<file path="src/rtl/rfr_pkg.sv">
`default_nettype none
package rfr_pkg;

    localparam int unsigned BYTE_W    = 8;
    localparam int unsigned POS_W     = 9;
    localparam int unsigned BUDGET_W  = 24;
    localparam int unsigned CFG_ADDR_W = 2;
    localparam int unsigned CFG_DATA_W = 24;

    // Configuration register indexes
    localparam logic [CFG_ADDR_W-1:0] REG_TIMEOUT_POLLS = 2'd0;
    localparam logic [CFG_ADDR_W-1:0] REG_EXPECTED_DIR  = 2'd1;

    // Reset values of the configuration registers
    localparam logic [BUDGET_W-1:0] TIMEOUT_POLLS_RST = 24'd50000;
    localparam logic [BYTE_W-1:0]   EXPECTED_DIR_RST  = 8'hD5;

    // Start code and trailer size
    localparam logic [BYTE_W-1:0] PREAMBLE_BYTE = 8'h00;
    localparam logic [BYTE_W-1:0] START_BYTE    = 8'hFF;
    localparam logic [POS_W:0]    TRAILER_BYTES = 10'd4;

    // Result status codes
    typedef logic [1:0] status_t;
    localparam status_t ST_OK      = 2'd0;
    localparam status_t ST_FRAME   = 2'd1;
    localparam status_t ST_TIMEOUT = 2'd2;

    // Receiver phase
    typedef enum logic [1:0] {
        PH_HUNT_ZERO = 2'd0,
        PH_HUNT_FF   = 2'd1,
        PH_CAPTURE   = 2'd2
    } phase_t;

    // One poll request
    typedef struct packed {
        logic              cmd;
        logic [BYTE_W-1:0] rx_byte;
    } item_t;

    // One result
    typedef struct packed {
        logic [BYTE_W-1:0] data_byte;
        logic [POS_W-1:0]  position;
        logic              byte_valid;
        logic              last;
        status_t           status;
        logic [BYTE_W-1:0] payload_length;
    } result_t;

endpackage
`default_nettype wire

</file>
<file path="src/rtl/response_frame_receiver_core.sv">
`default_nettype none
// Frame receiver: each request is one UART poll (idle, or carrying a received
// byte). The core hunts for the 00 FF start code, then streams out LEN and the
// LEN+3 bytes after it with their positions, closing the frame on the last
// byte with ok or frame-error status. Every poll spends one unit of the
// timeout budget; an empty budget gives a timeout result and re-arms. One
// request is taken every cycle while the output register can take a result:
// it waits in the input register, then its state update and result are formed
// in a single pass into the output register.
// s_tready follows m_tready combinationally through the output register when
// both stages are full. Writing timeout_polls reloads the budget at once.
module response_frame_receiver_core
    import rfr_pkg::*;
(
    input  wire logic                  aclk,
    input  wire logic                  aresetn,
    input  wire logic                  cfg_wr_en,
    input  wire logic [CFG_ADDR_W-1:0] cfg_addr,
    input  wire logic [CFG_DATA_W-1:0] cfg_wdata,
    input  wire logic                  s_tvalid,
    output logic                       s_tready,
    input  wire logic [7:0]            s_tdata,   // [7:0] rx_byte
    input  wire logic                  s_tuser,   // [0] cmd
    output logic                       m_tvalid,
    input  wire logic                  m_tready,
    output logic [31:0]                m_tdata,   // [7:0] data_byte, [16:8] position,
                                                  // [24:17] payload_length, [31:25] zero
    output logic [2:0]                 m_tuser,   // [0] byte_valid, [2:1] status
    output logic                       m_tlast    // frame end or timeout
);

    item_t   s_item;
    item_t   item;
    logic    item_valid;
    logic    advance;
    logic    can_load;
    logic    emit;
    result_t result;
    result_t result_out;

    assign s_item.cmd     = s_tuser;
    assign s_item.rx_byte = s_tdata;

    // Move a request on only when its result has somewhere to go
    assign advance = item_valid && can_load;

    rfr_in_stage u_in_stage (
        .aclk       (aclk),
        .aresetn    (aresetn),
        .s_tvalid   (s_tvalid),
        .s_tready   (s_tready),
        .s_item     (s_item),
        .advance    (advance),
        .item_valid (item_valid),
        .item       (item)
    );

    rfr_frame_ctrl u_frame_ctrl (
        .aclk      (aclk),
        .aresetn   (aresetn),
        .cfg_wr_en (cfg_wr_en),
        .cfg_addr  (cfg_addr),
        .cfg_wdata (cfg_wdata),
        .step      (advance),
        .item      (item),
        .emit      (emit),
        .result    (result)
    );

    rfr_out_stage u_out_stage (
        .aclk       (aclk),
        .aresetn    (aresetn),
        .load       (advance && emit),
        .result_in  (result),
        .can_load   (can_load),
        .m_tvalid   (m_tvalid),
        .m_tready   (m_tready),
        .result_out (result_out)
    );

    // Pack the result
    assign m_tdata = {7'd0, result_out.payload_length, result_out.position,
                      result_out.data_byte};
    assign m_tuser = {result_out.status, result_out.byte_valid};
    assign m_tlast = result_out.last;

    // A result without a byte is always a timeout closing the reception
    assert property (@(posedge aclk) disable iff (!aresetn)
        (m_tvalid && !m_tuser[0]) |-> (m_tlast && (m_tuser[2:1] == ST_TIMEOUT)))
        else $error("byte-less result is not a timeout");

    // Status is only reported on the closing result
    assert property (@(posedge aclk) disable iff (!aresetn)
        (m_tvalid && !m_tlast) |-> (m_tuser[2:1] == ST_OK && m_tdata[24:17] == 8'd0))
        else $error("status or length on a mid-frame byte");

    // An ok frame closes at position LEN+3, i.e. payload length plus four
    assert property (@(posedge aclk) disable iff (!aresetn)
        (m_tvalid && m_tlast && m_tuser[2:1] == ST_OK)
            |-> (m_tdata[16:8] == ({1'b0, m_tdata[24:17]} + 9'd4)))
        else $error("ok frame closed at wrong position");

    // Nothing leaves the input register while the output register is blocked
    assert property (@(posedge aclk) disable iff (!aresetn)
        (m_tvalid && !m_tready && item_valid) |=> item_valid)
        else $error("request dropped while output stalled");

endmodule
`default_nettype wire

</file>
<file path="src/rtl/rfr_in_stage.sv">
`default_nettype none
module rfr_in_stage
    import rfr_pkg::*;
(
    input  wire logic  aclk,
    input  wire logic  aresetn,
    input  wire logic  s_tvalid,
    output logic       s_tready,
    input  wire item_t s_item,
    input  wire logic  advance,
    output logic       item_valid,
    output item_t      item
);

    logic  valid_reg, valid_next;
    item_t item_reg;
    logic  take;

    // Accept a new request when empty or when the held one moves on
    assign s_tready = !valid_reg || advance;
    assign take     = s_tvalid && s_tready;

    always_comb begin
        valid_next = valid_reg;
        if (take) begin
            valid_next = 1'b1;
        end else if (advance) begin
            valid_next = 1'b0;
        end
    end

    always_ff @(posedge aclk) begin
        if (!aresetn) begin
            valid_reg <= 1'b0;
        end else begin
            valid_reg <= valid_next;
        end
    end

    // Hold the payload
    always_ff @(posedge aclk) begin
        if (take) begin
            item_reg <= s_item;
        end
    end

    assign item_valid = valid_reg;
    assign item       = item_reg;

endmodule
`default_nettype wire

</file>
<file path="src/rtl/rfr_frame_ctrl.sv">
`default_nettype none
module rfr_frame_ctrl
    import rfr_pkg::*;
(
    input  wire logic                  aclk,
    input  wire logic                  aresetn,
    input  wire logic                  cfg_wr_en,
    input  wire logic [CFG_ADDR_W-1:0] cfg_addr,
    input  wire logic [CFG_DATA_W-1:0] cfg_wdata,
    input  wire logic                  step,
    input  wire item_t                 item,
    output logic                       emit,
    output result_t                    result
);

    logic [BUDGET_W-1:0] timeout_polls_reg;
    logic [BYTE_W-1:0]   expected_dir_reg;
    phase_t              phase_reg, phase_next;
    logic [POS_W-1:0]    byte_index_reg, byte_index_next;
    logic [BYTE_W-1:0]   frame_length_reg, frame_length_next;
    logic                dir_ok_reg, dir_ok_next;
    logic [BUDGET_W-1:0] polls_left_reg, polls_left_next;

    logic                byte_ev;
    logic                captured;
    logic                done;
    logic                timeout;
    logic                frame_ok;
    logic [BYTE_W-1:0]   len_now;
    logic [POS_W:0]      pos_plus_one;

    // Configuration registers
    always_ff @(posedge aclk) begin
        if (!aresetn) begin
            timeout_polls_reg <= TIMEOUT_POLLS_RST;
            expected_dir_reg  <= EXPECTED_DIR_RST;
        end else if (cfg_wr_en) begin
            if (cfg_addr == REG_TIMEOUT_POLLS) begin
                timeout_polls_reg <= cfg_wdata;
            end
            if (cfg_addr == REG_EXPECTED_DIR) begin
                expected_dir_reg <= cfg_wdata[BYTE_W-1:0];
            end
        end
    end

    // Decode the poll against the current phase
    assign byte_ev      = step && item.cmd;
    assign captured     = byte_ev && (phase_reg == PH_CAPTURE);
    assign len_now      = (byte_index_reg == '0) ? item.rx_byte : frame_length_reg;
    assign pos_plus_one = {1'b0, byte_index_reg} + 10'd1;
    assign done         = captured && (pos_plus_one >= ({2'b00, len_now} + TRAILER_BYTES));
    assign timeout      = step && !done && (polls_left_reg <= 24'd1);
    assign frame_ok     = dir_ok_reg && (frame_length_reg != '0);

    // Next state
    always_comb begin
        phase_next        = phase_reg;
        byte_index_next   = byte_index_reg;
        frame_length_next = frame_length_reg;
        dir_ok_next       = dir_ok_reg;
        polls_left_next   = polls_left_reg;
        if (step) begin
            if (done || timeout) begin
                // Re-arm with a full budget
                phase_next        = PH_HUNT_ZERO;
                byte_index_next   = '0;
                frame_length_next = '0;
                dir_ok_next       = 1'b0;
                polls_left_next   = timeout_polls_reg;
            end else begin
                polls_left_next = polls_left_reg - 24'd1;
                if (item.cmd) begin
                    unique case (phase_reg)
                        PH_HUNT_ZERO: begin
                            if (item.rx_byte == PREAMBLE_BYTE) begin
                                phase_next = PH_HUNT_FF;
                            end
                        end
                        PH_HUNT_FF: begin
                            if (item.rx_byte == START_BYTE) begin
                                phase_next      = PH_CAPTURE;
                                byte_index_next = '0;
                                dir_ok_next     = 1'b0;
                            end else if (item.rx_byte != PREAMBLE_BYTE) begin
                                phase_next = PH_HUNT_ZERO;
                            end
                        end
                        PH_CAPTURE: begin
                            if (byte_index_reg == 9'd0) begin
                                frame_length_next = item.rx_byte;
                            end
                            if (byte_index_reg == 9'd2) begin
                                dir_ok_next = (item.rx_byte == expected_dir_reg);
                            end
                            byte_index_next = pos_plus_one[POS_W-1:0];
                        end
                        default: begin
                            phase_next = PH_HUNT_ZERO;
                        end
                    endcase
                end
            end
        end
        // Budget write reloads the counter
        if (cfg_wr_en && (cfg_addr == REG_TIMEOUT_POLLS)) begin
            polls_left_next = cfg_wdata;
        end
    end

    always_ff @(posedge aclk) begin
        if (!aresetn) begin
            phase_reg        <= PH_HUNT_ZERO;
            byte_index_reg   <= '0;
            frame_length_reg <= '0;
            dir_ok_reg       <= 1'b0;
            polls_left_reg   <= TIMEOUT_POLLS_RST;
        end else begin
            phase_reg        <= phase_next;
            byte_index_reg   <= byte_index_next;
            frame_length_reg <= frame_length_next;
            dir_ok_reg       <= dir_ok_next;
            polls_left_reg   <= polls_left_next;
        end
    end

    // Result fields
    always_comb begin
        emit   = done || timeout || captured;
        result = '0;
        if (done) begin
            result.data_byte  = item.rx_byte;
            result.position   = byte_index_reg;
            result.byte_valid = 1'b1;
            result.last       = 1'b1;
            result.status     = frame_ok ? ST_OK : ST_FRAME;
            result.payload_length = frame_ok ? (frame_length_reg - 8'd1) : '0;
        end else if (timeout) begin
            result.last   = 1'b1;
            result.status = ST_TIMEOUT;
        end else if (captured) begin
            result.data_byte  = item.rx_byte;
            result.position   = byte_index_reg;
            result.byte_valid = 1'b1;
        end
    end

endmodule
`default_nettype wire

</file>
<file path="src/rtl/rfr_out_stage.sv">
`default_nettype none
module rfr_out_stage
    import rfr_pkg::*;
(
    input  wire logic    aclk,
    input  wire logic    aresetn,
    input  wire logic    load,
    input  wire result_t result_in,
    output logic         can_load,
    output logic         m_tvalid,
    input  wire logic    m_tready,
    output result_t      result_out
);

    logic    valid_reg, valid_next;
    result_t result_reg;

    // Free when empty or when the held result leaves this cycle
    assign can_load = !valid_reg || m_tready;

    always_comb begin
        valid_next = valid_reg;
        if (load) begin
            valid_next = 1'b1;
        end else if (m_tready) begin
            valid_next = 1'b0;
        end
    end

    always_ff @(posedge aclk) begin
        if (!aresetn) begin
            valid_reg <= 1'b0;
        end else begin
            valid_reg <= valid_next;
        end
    end

    always_ff @(posedge aclk) begin
        if (load) begin
            result_reg <= result_in;
        end
    end

    assign m_tvalid   = valid_reg;
    assign result_out = result_reg;

endmodule
`default_nettype wire

</file>
<file path="config.mk">
export PLATFORM = sky130hd
export DESIGN_NAME = response_frame_receiver_core
export DESIGN_NICKNAME = d
export VERILOG_FILES = /design/src/rtl/rfr_pkg.sv /design/src/rtl/response_frame_receiver_core.sv /design/src/rtl/rfr_in_stage.sv /design/src/rtl/rfr_frame_ctrl.sv /design/src/rtl/rfr_out_stage.sv
export SDC_FILE = /design/constraint.sdc
export NUM_CORES = 1
export LEC_CHECK = 0
export BUFFER_PORTS_ARGS = -buffer_cell sky130_fd_sc_hd__buf_2
export CAP_MARGIN = 20
export CORE_ASPECT_RATIO = 1.2
export CORE_UTILIZATION = 25
export CTS_BUF_LIST = sky130_fd_sc_hd__clkbuf_8
export DETAILED_ROUTE_END_ITERATION = 6
export HOLD_SLACK_MARGIN = 0.02
export RECOVER_POWER = 25
export SYNTH_ARGS = -nofsm -noshare
export SYNTH_HDL_FRONTEND = slang
export SYNTH_SLANG_ARGS = --single-unit
</file>
<file path="constraint.sdc">
create_clock -name aclk -period 4 [get_ports aclk]
set_clock_uncertainty 0.05 [all_clocks]
set_input_delay 0.8 -clock aclk [delete_from_list [all_inputs] [get_ports aclk]]
set_output_delay 0.8 -clock aclk [all_outputs]
set_load 0.05 [all_outputs]
</file>
==> Word level (Yosys, flattened, before mapping) <==
Cells that the tools add are included.
{ "word_totals": {"reg_bits": 116, "output_inout_bits": 38, "word_cells": 101} }
{ "op_classes": {"n_lt_le_gt_ge": 2, "n_eq_ne": 11, "n_reduce_logical": 36, "muxes": 31, "addsub": 4} }
{ "op_table": {"columns": ["operator", "count"], "rows": [
  ["24-bit 2-to-1 mux", 3],
  ["18-bit 2-to-1 mux", 2],
  ["8-bit 2-to-1 mux", 4],
  ["9-bit 2-to-1 mux", 3],
  ["24-bit by 1-bit less-or-equal comparator with 1-bit output (second input constant)", 1],
  ["24-bit by 1-bit subtractor with 24-bit output (second input constant)", 1],
  ["21-bit 2-to-1 mux", 1],
  ["9-bit case mux with 2 select lines", 1],
  ["8-bit nonzero test", 2],
  ["9-bit by 1-bit adder with 10-bit output (second input constant)", 1],
  ["10-bit >= comparator", 1],
  ["1-bit logical AND", 10],
  ["2-bit 2-to-1 mux", 5],
  ["5-bit AND reduction", 2],
  ["2-bit nonzero test", 5],
  ["8-bit by 3-bit adder with 9-bit output (second input constant)", 1],
  ["9-bit by 2-bit == test with 1-bit output (second input constant)", 1],
  ["9-bit logical NOT", 1],
  ["1-bit 2-to-1 mux", 9],
  ["8-bit == test", 1],
  ["8-bit == test (second input constant)", 1],
  ["8-bit logical NOT", 1],
  ["8-bit by 1-bit subtractor with 8-bit output (second input constant)", 1],
  ["3-bit by 1-bit != test with 1-bit output (second input constant)", 2],
  ["15 further kinds", 24]
]} }

==> Depth between registers and ports, before layout <==
{ "logic_depth": {"word_depth": 13, "depth_mapped": 21, "mapped_depth_nobuf": 16} }

==> Modules after synthesis <==
A second synthesis with hierarchy kept.
{ "hier_totals": {"cells_unflattened": 662, "area_unflattened_um2": 6088.3} }
{ "by_module_without_submodules": {"columns": ["mod", "cells_per_inst", "area_per_inst_um2", "instances", "seq_area_each_um2"], "rows": [
  ["rfr_frame_ctrl", 605, 4772.1, 1, 1521.5],
  ["rfr_out_stage", 33, 919.6, 1, 890.9],
  ["rfr_in_stage", 14, 327.8, 1, 290.3],
  ["response_frame_receiver_core", 10, 68.8, 1, 0.0]
]} }

==> Least setup slack after synthesis <==
Ideal clock, no wire load.
{ "synth_path": {"kind": "flip-flop to flip-flop", "from": "reg u_frame_ctrl.byte_index_reg[6]", "to": "reg u_frame_ctrl.polls_left_reg[11]", "arrival_ns": 4.045, "synth_period_minus_slack_ns": 4.212, "stages_incl_launch_ff": 20, "required_ns": 3.833, "path_buffers": 5, "path_slack_ns": -0.212, "path_cell_list": "dfxtp_1 > clkbuf_1 > or4_1 > nor4_1 > nand2_1 > clkbuf_1 > mux2_2 > ha_1 > xor2_1 > ha_1 > a211o_1 > a21oi_1 > o211ai_1 > a21bo_4 > buf_6 > nor2_4 > buf_6 > clkbuf_1 > nand2_1 > a32o_1"} }
{ "synth_between": {"elab_chain_cells": 12, "elab_cells_between_ends": 13, "classes_between": "2 x add/sub; 1 x order compare; 4 x mux; 6 x reduce/logical"} }
{ "synth_rtl": {"columns": ["element", "line", "source"], "rows": [
  ["from (decl)", "rfr_frame_ctrl.sv:19", "logic [POS_W-1:0] byte_index_reg, byte_index_next;"],
  ["from (signal assigned)", "rfr_frame_ctrl.sv:120", "byte_index_reg <= byte_index_next;"],
  ["9-bit logical NOT", "rfr_frame_ctrl.sv:50", "assign len_now = (byte_index_reg == '0) ? item.rx_byte : frame_length_reg;"],
  ["8-bit 2-to-1 mux", "rfr_frame_ctrl.sv:50", null],
  ["8-bit by 3-bit adder with 9-bit output", "rfr_frame_ctrl.sv:52", "assign done = captured && (pos_plus_one >= ({2'b00, len_now} + TRAILER_BYTES));"],
  ["10-bit >= comparator (*)", "rfr_frame_ctrl.sv:52", null],
  ["1-bit logical AND (*)", "rfr_frame_ctrl.sv:52", null],
  ["1-bit logical NOT", "rfr_frame_ctrl.sv:53", "assign timeout = step && !done && (polls_left_reg <= 24'd1);"],
  ["1-bit logical AND (2 in a row)", "rfr_frame_ctrl.sv:53", null],
  ["1-bit logical OR (*)", "rfr_frame_ctrl.sv:64", "if (done || timeout) begin"],
  ["24-bit 2-to-1 mux (*)", "rfr_frame_ctrl.sv:64", null],
  ["24-bit 2-to-1 mux (*)", "rfr_frame_ctrl.sv:63", "if (step) begin"],
  ["24-bit 2-to-1 mux (*)", "rfr_frame_ctrl.sv:106", "if (cfg_wr_en && (cfg_addr == REG_TIMEOUT_POLLS)) begin"],
  ["to (signal assigned)", "rfr_frame_ctrl.sv:123", "polls_left_reg <= polls_left_next;"],
  ["to (decl)", "rfr_frame_ctrl.sv:22", "logic [BUDGET_W-1:0] polls_left_reg, polls_left_next;"]
]} }
Every way passes the cells marked *; elsewhere a longest branch is shown, timed or not. The select of a mux whose other input is x is not followed.
A chain may end at the register's enable or synchronous reset.

==> Final worst setup path <==
{ "layout_path": {"from": "reg u_frame_ctrl.byte_index_reg[5]", "to": "reg u_frame_ctrl.byte_index_reg[5]"} }
{ "layout_between": {"elab_chain_cells": 11, "elab_cells_between_ends": 17, "classes_between": "2 x add/sub; 1 x order compare; 1 x eq/ne; 4 x mux; 9 x reduce/logical"} }
{ "layout_rtl": {"columns": ["element", "line"], "rows": [
  ["9-bit logical NOT", "rfr_frame_ctrl.sv:50"],
  ["8-bit 2-to-1 mux", "rfr_frame_ctrl.sv:50"],
  ["8-bit by 3-bit adder with 9-bit output", "rfr_frame_ctrl.sv:52"],
  ["10-bit >= comparator", "rfr_frame_ctrl.sv:52"],
  ["1-bit logical AND", "rfr_frame_ctrl.sv:52"],
  ["1-bit logical NOT", "rfr_frame_ctrl.sv:53"],
  ["1-bit logical AND (2 in a row)", "rfr_frame_ctrl.sv:53"],
  ["1-bit logical OR", "rfr_frame_ctrl.sv:64"],
  ["3-bit by 1-bit != test with 1-bit output (no line), or another cell as far along", null],
  ["4-bit AND reduction (no line)", null]
]} }
Parallel ways exist; a longest one is shown, timed or not. The select of a mux whose other input is x is not followed.

==> out/metrics.cfg <==
[status]
status = finished with violations
failed_checks = max-capacitance violations, max-slew violations

[timing]
grt_setup_unrepaired = true
worst_pin_slew_ns = 1.640
fin_tns_setup_ns = 0
fmax_ghz = 0.2548
max-slew-margin-rel_pct = -9.336
period_share_pct = 98.11
setup_violations = 0
finalHoldViolCount = 0
fin_crit_ns = 3.924
fin_ws_ns = 0.07560
report.final.slew_viol_count = 36

[floorplanning]
die_w_um = 145.2
start_util_pct = 25.58
dieArea_um2 = 25240
dieHeight_um = 173.8
core-area_um2 = 24050
io_pins = 78
rows = 62

[detailed_routing]
vias = 5516
dr.max_layer_used = met4
first_pass_iters = 5
post-route-drc-count = 0
drt_iter0_drc = 368
wl_met1_mm = 8.043
dr_wl_met3_um = 824
detail_route.wirelength_mm = 17.64
dr_wl_met2_mm = 8.569
ant_nets = 0
wl_per_cell_um = 15.47
vias_per_cell = 4.839

[setup_path]
path_delay_family = simple AND/OR/NAND/NOR gates
path_cells = or4_4 > nor4_4 > nand2_2 > mux2_4 > ha_4 > xor2_1 > ha_2 > a211o_1 > a21oi_2 > o211ai_1 > a21bo_4 > nor2_4 > inv_4 > or4_1 > a21oi_1
path_buf_inv = 1
startpoint = u_frame_ctrl.byte_index_reg[5]$_SDFFE_PN0P_
cp.depth = 15
endpoint_kind = flip-flop
cp.required_ns = 4.33
crit_path_max_fanout = 7
rrSetupSlack_ns = 0.08
cp.arrival_ns = 4.26
reg2reg_to = u_frame_ctrl.byte_index_reg[5]$_SDFFE_PN0P_
startpoint_type = flip-flop
critical_path_class = reg -> reg
crit_path_max_incr_delay_ns = 0.54
reg2reg_from = u_frame_ctrl.byte_index_reg[5]$_SDFFE_PN0P_
endpoint = u_frame_ctrl.byte_index_reg[5]$_SDFFE_PN0P_
slowest_stage = or4_4
reg2regPathDepth = 15

[power]
ir_drop_uv = 197.7
leakage_nw = 2.833
total_power_mw = 2.694
power_density_nw_per_um2 = 358.6

[synth]
synth_area_leaders = dfxtp_1 (25%), edfxtp_1 (19%), nand2_1 (7.8%)
synth_area_um2 = 6151
yosysWarnings = 0
yosysSeqAreaShare_pct = 43.94
synthArstFlopShare_pct = 0
synthCells = 724
synth_most_common_cell = nand2_1
synth_top_area_share_pct = 25.39
syn_area_per_cell_um2 = 8.496
ys_ff_latch = 116
synth_cell_types = 58
synth_commonest_cells = nand2_1 (127), dfxtp_1 (78), nor2_1 (56)
synth_edf_count = 38
ys.flop_type = dfxtp_1
yosys.area.top_type = dfxtp_1

[placed_design]
dpl_worst_slack_ns = -0.06205
placed_area_um2 = 6980
gp_congestion = 0.9132
hpwl_mm = 12.62
port_buffers = 70

[cts]
insertion_delay_ns = 0.46
htreeDepth = 4
clock_path_buffers = 2
clock-root-buffer = clkbuf_8
holdBufCountCts = 0
clk_pin_slew_worst_paths_ns = 0.08
cts_tree = done
cts_buffers = 17
cts.sinks = 116

[layout]
design_area_um2 = 7513
final_core_util_pct = 31.24
antennaDiodeCount = 0
nNetsFinal = 864
largest_reg_flops = 29
drive_above_1_share_pct = 19.88
synthToLayoutAreaGrowth_pct = 22.15

[global_route]
grt_max_degree = 36
grt_pass1_wl_mm = 27.99
globalRouteOverflowTotal = 0
antenna_found_initial = 0
grt_pass1_vias = 5123
track_usage_pct = 14.26

[worst_hold_path]
worstHoldPathType = reg -> reg
min_path_cells = 2

[job]
maxCapViolCount = 1

report_power, final:
group	internal (mW)	switching [mW]	leakage [nW]	total [mW]
Clock	0.619	0.532	0.197	1.15
Sequential	1.25	0.0498	0.971	1.30
Combinational	0.0956	0.149	1.66	0.245
Total	1.96	0.731	2.83	2.69
per-stage QoR:
stage / cells / hold WS, ns
final: 1140 / 0.4007
after global placement: 1102 / 0.3843
after global routing: 1140 / 0.4222
after floorplan: 730 / 0.3753
after CTS: 1134 / 0.4037
after detailed placement: 1102 / 0.3904
metal layers:
layer | vias to the layer above | global-route usage [%]
li1 | 2744 | -
met1 | 2601 | 18.24
met2 | 153 | 24.02
met3 | 18 | 3.079
met4 | 0 | 4.123
met5 | - | 0
placed cells by master (no fill, tap or decap), types with 7 or more instances in the layout:
cell type	netlist	routed
nand2_1	127	125
dfxtp_1	78	77
buf_2	0	68
nor2_1	56	56
a21oi_1	52	51
edfxtp_1	38	38
nand3_1	35	35
o21ai_0	32	29
buf_4	9	29
and2_1	24	24
a31oi_1	23	23
nor3_1	21	19
clkbuf_8	0	17
ha_1	17	15
xor2_1	14	14
xnor2_1	12	12
nor4_1	12	11
inv_1	11	11
mux2i_1	11	10
or3_1	10	10
nand4_1	9	9
o21ai_1	4	7
a21o_1	7	7
a211oi_1	7	7
conb_1	1	7
how the worst min path moves through the flow:
stage	slack (ns)	to	start
final	0.40	u_frame_ctrl.timeout_polls_reg[17]$_SDFFE_PN0P_	u_frame_ctrl.timeout_polls_reg[17]$_SDFFE_PN0P_
after global routing	0.42	u_frame_ctrl.timeout_polls_reg[17]$_SDFFE_PN0P_	u_frame_ctrl.timeout_polls_reg[17]$_SDFFE_PN0P_
after CTS	0.40	u_frame_ctrl.timeout_polls_reg[17]$_SDFFE_PN0P_	u_frame_ctrl.timeout_polls_reg[17]$_SDFFE_PN0P_
after detailed placement	0.39	u_frame_ctrl.timeout_polls_reg[15]$_SDFFE_PN1P_	u_frame_ctrl.timeout_polls_reg[15]$_SDFFE_PN1P_
after global placement	0.38	u_frame_ctrl.timeout_polls_reg[9]$_SDFFE_PN1P_	u_frame_ctrl.timeout_polls_reg[9]$_SDFFE_PN1P_
after floorplan	0.38	u_frame_ctrl.timeout_polls_reg[9]$_SDFFE_PN1P_	u_frame_ctrl.timeout_polls_reg[9]$_SDFFE_PN1P_
cells by family (layout without fill, tap and decap cells):
family / count (synthesis) / count (layout) / share of synthesized area (%)
adder cells (fa/ha/maj): 17 / 17 / 3.458
multiplexers: 14 / 14 / 2.339
XOR/XNOR: 26 / 26 / 3.702
buffers and inverters: 61 / 151 / 4.516
flip-flops: 116 / 116 / 43.94
AND/OR/NAND/NOR: 336 / 336 / 26.87
AO/OA/AOI/OAI: 153 / 153 / 15.11
other: 1 / 7 / 0.06097
timing repair:
action	in CTS	in global routing
endpoints found under the setup margin	9	43
pin swaps	1	9
resized for setup	3	16
buffers inserted	0	6
area by class of cell:
cell class              count  area [µm²]
clock inverters            15       181.4
repair buffers            107       669.4
inverters                  12       47.55
fillers                  2578       16530
multi-input cells         553        3277
clock buffers              17       234.0
flip-flops and latches    116        2704
well taps                 320       400.4
worst min-delay path: stages (launching register included):
cell,delay (ns)
dfxtp_1,0.31
nand2_1,0.05
a21oi_1,0.05
No activity file was read; power rests on OpenSTA's default activity.
